==> config.mk <==
export PLATFORM = sky130hd
export DESIGN_NAME = frame_crc16_append_check
export DESIGN_NICKNAME = d
export VERILOG_FILES = /design/src/fcrc_pkg.sv /design/src/frame_crc16_append_check.sv
export VERILOG_INCLUDE_DIRS = /design/src /design/src/src
export SDC_FILE = /design/constraint.sdc
export NUM_CORES = 1
export LEC_CHECK = 0
export ABC_AREA = 1
export BUFFER_PORTS_ARGS = -buffer_cell sky130_fd_sc_hd__buf_2
export CAP_MARGIN = 20
export CORE_ASPECT_RATIO = 0.75
export CORE_MARGIN = 2
export CORE_UTILIZATION = 36
export DETAILED_ROUTE_END_ITERATION = 12
export HOLD_SLACK_MARGIN = 0.03
export SETUP_SLACK_MARGIN = 0.15
export SYNTH_ARGS = -nofsm -noshare
export SYNTH_HDL_FRONTEND = slang
export SYNTH_SLANG_ARGS = --single-unit
==> constraint.sdc <==
create_clock -name clk -period 8.3 [get_ports clk]
set_input_delay 0.415 -clock clk [delete_from_list [all_inputs] [get_ports clk]]
set_output_delay 0.415 -clock clk [all_outputs]
set_load 0.01 [all_outputs]
==> src/assert_macros.svh <==
// ----------------------------------------------------------------------------
// Assertion macros
// Shared concurrent assertion forms, clocked on clk, disabled in reset.
// ----------------------------------------------------------------------------
`ifndef ASSERT_MACROS_SVH
`define ASSERT_MACROS_SVH

// Expression holds at every clock edge outside reset.
`define ASSERT_ALWAYS(lbl, expr) \
	lbl: assert property (@(posedge clk) disable iff (!arst_n) (expr)) \
		else $error("assertion failed");

// Antecedent implies consequent in the same cycle.
`define ASSERT_IMPL(lbl, ante, cons) \
	lbl: assert property (@(posedge clk) disable iff (!arst_n) (ante) |-> (cons)) \
		else $error("assertion failed");

// Antecedent implies consequent in the next cycle.
`define ASSERT_NEXT(lbl, ante, cons) \
	lbl: assert property (@(posedge clk) disable iff (!arst_n) (ante) |=> (cons)) \
		else $error("assertion failed");

`endif

==> src/fcrc_pkg.sv <==
// ----------------------------------------------------------------------------
// fcrc_pkg
// Constants, types and the byte-wise CRC step for the frame CRC block.
// ----------------------------------------------------------------------------
package fcrc_pkg;

	localparam int PAYLOAD_BYTES_DEF = 22;
	localparam int POS_W             = 5;
	localparam int CRC_W             = 16;
	localparam int CFG_IDX_W         = 1;
	localparam int FIFO_DEPTH        = 4;
	localparam int PTR_W             = 2;
	localparam int CNT_W             = 3;

	localparam logic [CRC_W-1:0] CRC_INIT     = 16'hFFFF;
	localparam logic [CRC_W-1:0] CRC_POLY_RST = 16'hA001;

	// Configuration register indexes
	localparam logic [CFG_IDX_W-1:0] REG_CHECK_MODE = 1'd0;
	localparam logic [CFG_IDX_W-1:0] REG_CRC_POLY   = 1'd1;

	typedef struct packed {
		logic       last;
		logic       crc_ok;
		logic [7:0] out_byte;
	} result_t;

	// One reflected CRC byte step; the table entry is built bit by bit from poly.
	function automatic logic [CRC_W-1:0] crc_step(input logic [CRC_W-1:0] crc,
	                                              input logic [7:0] b,
	                                              input logic [CRC_W-1:0] poly);
		logic [CRC_W-1:0] v;
		v = {8'h00, crc[7:0] ^ b};
		for (int k = 0; k < 8; k++) begin
			v = v[0] ? ((v >> 1) ^ poly) : (v >> 1);
		end
		return (crc >> 8) ^ v;
	endfunction

endpackage

==> src/frame_crc16_append_check.sv <==
// ----------------------------------------------------------------------------
// frame_crc16_append_check
// Streaming CRC-16/MODBUS over fixed-length frames: append or verify.
// ----------------------------------------------------------------------------
// Usage:
//   Feed frame bytes on the s_ side, one per transfer, with s_tuser set on the
//   first byte of a frame. Every byte is echoed on the m_ side. The first
//   PAYLOAD_BYTES bytes of a frame run through the CRC. In generate mode the
//   last payload byte is followed by the CRC high and low bytes, the low byte
//   flagged with m_tlast. In check mode the two bytes after the payload are the
//   stored CRC (high first); the echo of the second carries m_tlast and m_tuser
//   set when it matches. A frame restarts by itself once it is complete.
//   Configuration: cfg_we with cfg_idx 0 writes check_mode, 1 writes crc_poly;
//   write only while the block is idle.
// Data path and throughput:
//   A transfer lands in the input stage, moves into a four-entry output queue
//   once three of its slots are free, and is then shown on m_ from its head.
//   One byte per cycle sustained while m_tready stays high; the CRC burst
//   at the end of a generate-mode frame adds two output bytes, absorbed by
//   the queue and by holding s_tready low while fewer than three slots are free.
// Reset and stall:
//   arst_n clears the queue, the input stage and the frame state; the CRC
//   returns to 0xFFFF. When m_tready is low the queue fills and s_tready drops.
// ----------------------------------------------------------------------------
`include "assert_macros.svh"

module frame_crc16_append_check #(
	parameter int PAYLOAD_BYTES = fcrc_pkg::PAYLOAD_BYTES_DEF
) (
	input  logic                           clk,
	input  logic                           arst_n,
	// configuration write port
	input  logic                           cfg_we,
	input  logic [fcrc_pkg::CFG_IDX_W-1:0] cfg_idx,
	input  logic [fcrc_pkg::CRC_W-1:0]     cfg_wdata,
	// input byte stream
	input  logic                           s_tvalid,
	output logic                           s_tready,
	input  logic [7:0]                     s_tdata,   // [7:0] data_byte
	input  logic                           s_tuser,   // [0] frame_start
	// output byte stream
	output logic                           m_tvalid,
	input  logic                           m_tready,
	output logic [7:0]                     m_tdata,   // [7:0] out_byte
	output logic                           m_tuser,   // [0] crc_ok
	output logic                           m_tlast
);

	localparam logic [fcrc_pkg::POS_W-1:0] POS_PAY  = fcrc_pkg::POS_W'(PAYLOAD_BYTES);
	localparam logic [fcrc_pkg::POS_W-1:0] POS_CHK  = fcrc_pkg::POS_W'(PAYLOAD_BYTES + 1);
	localparam logic [fcrc_pkg::POS_W-1:0] POS_FULL = fcrc_pkg::POS_W'(PAYLOAD_BYTES + 2);
	localparam int FIFO_DEPTH_L = fcrc_pkg::FIFO_DEPTH;

	// configuration
	logic                       check_q;
	logic [fcrc_pkg::CRC_W-1:0] poly_q;

	// frame state
	logic [fcrc_pkg::CRC_W-1:0] crc_q;
	logic [fcrc_pkg::POS_W-1:0] pos_q;
	logic [7:0]                 stored_hi_q;

	// input stage
	logic       valid_s1;
	logic [7:0] data_s1;
	logic       start_s1;

	// output queue
	fcrc_pkg::result_t          fifo_q [FIFO_DEPTH_L];
	logic [fcrc_pkg::PTR_W-1:0] rd_ptr_q;
	logic [fcrc_pkg::PTR_W-1:0] wr_ptr_q;
	logic [fcrc_pkg::CNT_W-1:0] cnt_q;

	// processing
	logic                       can_proc;
	logic                       fire;
	logic                       pop;
	logic [fcrc_pkg::POS_W-1:0] frame_len;
	logic                       restart;
	logic [fcrc_pkg::CRC_W-1:0] crc_base;
	logic [fcrc_pkg::POS_W-1:0] pos_base;
	logic [fcrc_pkg::CRC_W-1:0] crc_new;
	logic [fcrc_pkg::POS_W-1:0] pos_inc;
	logic [fcrc_pkg::CRC_W-1:0] crc_nxt;
	logic [fcrc_pkg::POS_W-1:0] pos_nxt;
	logic                       hi_we;
	logic [1:0]                 push_cnt;
	fcrc_pkg::result_t          push_res [FIFO_DEPTH_L];
	logic [fcrc_pkg::PTR_W-1:0] wr_off [FIFO_DEPTH_L];

	// Process the staged byte only when three queue slots are free.
	assign can_proc = (cnt_q <= fcrc_pkg::CNT_W'(FIFO_DEPTH_L - 3));
	assign fire     = valid_s1 && can_proc;
	assign s_tready = !valid_s1 || can_proc;
	assign pop      = m_tvalid && m_tready;

	assign m_tvalid = (cnt_q != '0);
	assign m_tdata  = fifo_q[rd_ptr_q].out_byte;
	assign m_tuser  = fifo_q[rd_ptr_q].crc_ok;
	assign m_tlast  = fifo_q[rd_ptr_q].last;

	// Frame step: restart, CRC update, and results for one byte.
	always_comb begin
		frame_len = check_q ? POS_FULL : POS_PAY;
		restart   = start_s1 || (pos_q >= frame_len);
		crc_base  = restart ? fcrc_pkg::CRC_INIT : crc_q;
		pos_base  = restart ? '0 : pos_q;
		crc_new   = fcrc_pkg::crc_step(crc_base, data_s1, poly_q);
		pos_inc   = pos_base + 1'b1;
		hi_we     = 1'b0;
		push_cnt  = 2'd1;
		for (int i = 0; i < FIFO_DEPTH_L; i++) begin
			push_res[i] = '0;
		end
		push_res[0].out_byte = data_s1;
		if (pos_base < POS_PAY) begin
			if (!check_q && (pos_inc == POS_PAY)) begin
				// last payload byte in generate mode: append CRC, high byte first
				push_cnt             = 2'd3;
				push_res[1].out_byte = crc_new[15:8];
				push_res[2].out_byte = crc_new[7:0];
				push_res[2].last     = 1'b1;
				crc_nxt              = fcrc_pkg::CRC_INIT;
				pos_nxt              = '0;
			end else begin
				crc_nxt = crc_new;
				pos_nxt = pos_inc;
			end
		end else if (pos_base == POS_PAY) begin
			// stored CRC high byte
			hi_we   = 1'b1;
			crc_nxt = crc_base;
			pos_nxt = POS_CHK;
		end else begin
			// stored CRC low byte: compare and close the frame
			push_res[0].crc_ok = ({stored_hi_q, data_s1} == crc_base);
			push_res[0].last   = 1'b1;
			crc_nxt            = fcrc_pkg::CRC_INIT;
			pos_nxt            = '0;
		end
		for (int i = 0; i < FIFO_DEPTH_L; i++) begin
			wr_off[i] = fcrc_pkg::PTR_W'(i) - wr_ptr_q;
		end
	end

	// Configuration registers.
	always_ff @(posedge clk or negedge arst_n) begin
		if (!arst_n) begin
			check_q <= 1'b0;
			poly_q  <= fcrc_pkg::CRC_POLY_RST;
		end else if (cfg_we) begin
			unique case (cfg_idx)
				fcrc_pkg::REG_CHECK_MODE: check_q <= cfg_wdata[0];
				fcrc_pkg::REG_CRC_POLY:   poly_q  <= cfg_wdata;
				default: ;
			endcase
		end
	end

	// Input stage: take a transfer whenever the stage is empty or advancing.
	always_ff @(posedge clk or negedge arst_n) begin
		if (!arst_n) begin
			valid_s1 <= 1'b0;
		end else if (s_tready) begin
			valid_s1 <= s_tvalid;
		end
	end

	always_ff @(posedge clk) begin
		if (s_tready && s_tvalid) begin
			data_s1  <= s_tdata;
			start_s1 <= s_tuser;
		end
	end

	// Frame state: advance on every processed byte.
	always_ff @(posedge clk or negedge arst_n) begin
		if (!arst_n) begin
			crc_q       <= fcrc_pkg::CRC_INIT;
			pos_q       <= '0;
			stored_hi_q <= '0;
		end else if (fire) begin
			crc_q <= crc_nxt;
			pos_q <= pos_nxt;
			if (hi_we) begin
				stored_hi_q <= data_s1;
			end
		end
	end

	// Output queue pointers and fill count.
	always_ff @(posedge clk or negedge arst_n) begin
		if (!arst_n) begin
			rd_ptr_q <= '0;
			wr_ptr_q <= '0;
			cnt_q    <= '0;
		end else begin
			if (pop) begin
				rd_ptr_q <= rd_ptr_q + 1'b1;
			end
			if (fire) begin
				wr_ptr_q <= wr_ptr_q + fcrc_pkg::PTR_W'(push_cnt);
			end
			cnt_q <= cnt_q + (fire ? fcrc_pkg::CNT_W'(push_cnt) : '0)
			         - fcrc_pkg::CNT_W'(pop);
		end
	end

	// Output queue storage: up to three entries written per processed byte.
	always_ff @(posedge clk) begin
		for (int i = 0; i < FIFO_DEPTH_L; i++) begin
			if (fire && (wr_off[i] < fcrc_pkg::PTR_W'(push_cnt))) begin
				fifo_q[i] <= push_res[wr_off[i]];
			end
		end
	end

	`ASSERT_ALWAYS(a_cnt_bound, cnt_q <= fcrc_pkg::CNT_W'(FIFO_DEPTH_L))
	`ASSERT_ALWAYS(a_pos_range, pos_q <= POS_CHK)
	`ASSERT_NEXT(a_stall_hold, valid_s1 && !can_proc, valid_s1 && $stable(data_s1))
	`ASSERT_NEXT(a_frame_close, fire && (push_cnt == 2'd3 || push_res[0].last),
		pos_q == '0 && crc_q == fcrc_pkg::CRC_INIT)

endmodule

==> metrics.yaml <==
floorplanning:
  ios: 43
  dieHeight_um: 134
  die_area_mm2: 0.0236
  rows: 47
  start_util_pct: 36.6
  core-area_mm2: 0.0220
  dieWidth_um: 177
sta:
  fin_crit_sh_pct: 68.0
  rsz0062_at_grt: "no"
  slew_headroom_pct: 30.9
  hold_viol: 0
  fin_crit_ps: 5640
  worst_pin_slew_ps: 1030
  clock_skew_ps: 5.66
  slew_viol_final: 0
  fin_setup_tns_ps: 0
  setup_viol_count_final: 0
  fmax_mhz: 177
clock_tree:
  cts.sinks: 103
  cts.clk_slew.worst_paths_ps: 80
  htree_levels: 3
  clk_path_buf_depth: 2
  clk-insertion-delay-late_ps: 370
  tritoncts: "done"
  ctsResizeCount: 0
  cts_setup_buffers: 0
  holdBufCountCts: 0
  root_buffer: "clkbuf_16"
  cts_made_buffers: 9
global_route:
  grt_pass1_wl_um: 38300
  grt_pass1_vias: 6827
  antenna_found_initial: 0
  grt_max_degree: 55
  track_usage_pct: 21.5
  grt_overflow: 0
layout:
  fin_area_mm2: 0.00874
  layout-drive-gt1-share_pct: 12.9
  n_antenna_cell: 0
  nets: 1216
  syn_to_final_growth_pct: 8.53
place:
  portBuffers: 42
  placed_area_mm2: 0.00842
  dp_hpwl_um: 18500
  place_congestion: 0.914
route:
  drcViolationCount: 0
  antenna_left: 0
  firstDrtPassIters: 5
  wl_per_cell_um: 16.7
  drt_iter0_markers: 758
  routed-via-count: 7453
  drt-vias-per-instance: 5.06
  routed_wl_um: 24700
setup_path:
  slowest_stage: "dfrtp_1"
  cp.arrival_ps: 5750
  start_kind: "flip-flop"
  path_class: "reg2reg"
  cp_common_cell: "nand2_2"
  crit_path_end_kind: "flip-flop"
  crit_fanout: 26
  slowest_delay_ps: 400
  worst-endpoint-required_ps: 8400
yosys:
  yosys_warnings: 0
  synth_nets: 1203
  synth_cell_types: 49
  yosysSeqAreaShare_pct: 35.4
  synthCells: 1160
  syn-cell-area_mm2: 0.00805
  synth-seq-cells: 103
  yosysTopAreaCell: "edfxtp_1"
  postSynthAreaPerCell_um2: 6.94
  synth_top_area_share_pct: 18.3
  ys_top_cells_by_area: "edfxtp_1 (18%), nand2_1 (18%), dfrtp_1 (11%)"
hold_path:
  hp-class: "in2async"
flow_run:
  drv_cap: 0
outcome:
  status: "completed"
logic make-up after synthesis:
family	synth area share, %
compound gates	8.07
buf+inv	9.81
simple gates	36.6
xor+xnor	7.93
fa+ha+maj	2.14
mux	0.140
flops	35.4
stage by stage:
step | hold slack [ps] | cells | setup WS (ps) | util (%)
global placement | 456 | 1454 | 3020 | 38.3
global route | 204 | 1472 | 2090 | 39.7
CTS | 202 | 1470 | 2730 | 39.6
finish | 193 | 1472 | 2660 | 39.7
detailed placement | 460 | 1454 | 2760 | 38.3
floorplan | 119 | 1160 | 4440 | -
sequential cells by signal, summed over array words and instances, names as in the netlist:
name         flops
fifo_q          40
valid_s1         1
poly_q          16
start_s1         1
rd_ptr_q         2
data_s1          8
wr_ptr_q         2
pos_q            5
stored_hi_q      8
cnt_q            3
crc_q           16
check_q          1
placed cells by master, fill, tap and decap left out, drive strengths merged, types with 35 or more instances in the layout:
master  instances
edfxtp         49
inv           142
buf            51
nand3          82
xor2           35
dfrtp          35
nor2          128
xnor2          37
nand4          35
o21ai          72
nand2         408
layer usage:
layer	vias up	GRT usage, %	part of all wire, %
li1	3705	-	-
met2	269	31.4	41
met1	3449	31.1	47
met3	30	6.56	9.7
met5	-	0	0
met4	0	4.73	1.6
layout make-up:
class	instances	area, um2
Clock inverter	7	72.6
Multi-Input combinational cell	868	4420
Sequential cell	103	2850
Fill cell	2328	13300
Inverter	140	526
Tap cell	294	368
Clock buffer	9	225
Timing Repair Buffer	51	285
cell usage after synthesis, drive strengths merged:
cell,number
o22ai,11
or2,2
buf,29
dfrtp,35
clkbuf,20
a21o,1
xnor2,37
inv,137
nand2,408
edfxtp,49
nand3b,2
mux2,1
nand3,82
nand4,35
a211oi,2
o21ai,72
nor3,1
o221ai,1
a21boi,1
dfstp,19
nand2b,7
o31ai,2
nor2,128
nor4,1
a31oi,1
a21oi,24
clkinv,3
fa,3
ha,9
xor2,35
o311ai,2
critical path, delay by kind of cell (launching register included):
family          cells  cell delay [ps]
xor+xnor            1              320
compound gates      1              140
fa+ha+maj           1              300
buf+inv             2              130
simple gates       26             4070
flops               1              400
final timing paths:
check	cells after the start	start	slack [ps]	to
worst max-delay path	31	check_q$_DFFE_PN0P_	2660	fifo_q[2][7]$_DFFE_PP_
worst min-delay path	2	arst_n	190	check_q$_DFFE_PN0P_
worst max register to register	31	check_q$_DFFE_PN0P_	2660	fifo_q[2][7]$_DFFE_PP_
worst min register to register	1	cnt_q[2]$_DFF_PN0_	470	cnt_q[2]$_DFF_PN0_
max in group asynchronous	2	arst_n	7600	wr_ptr_q[1]$_DFFE_PN0P_
min in group clk	1	s_tuser	220	start_s1$_DFFE_PP_
Power is not shown: default switching activity piles up to over one toggle a cycle in this logic, so the estimate is an artifact.
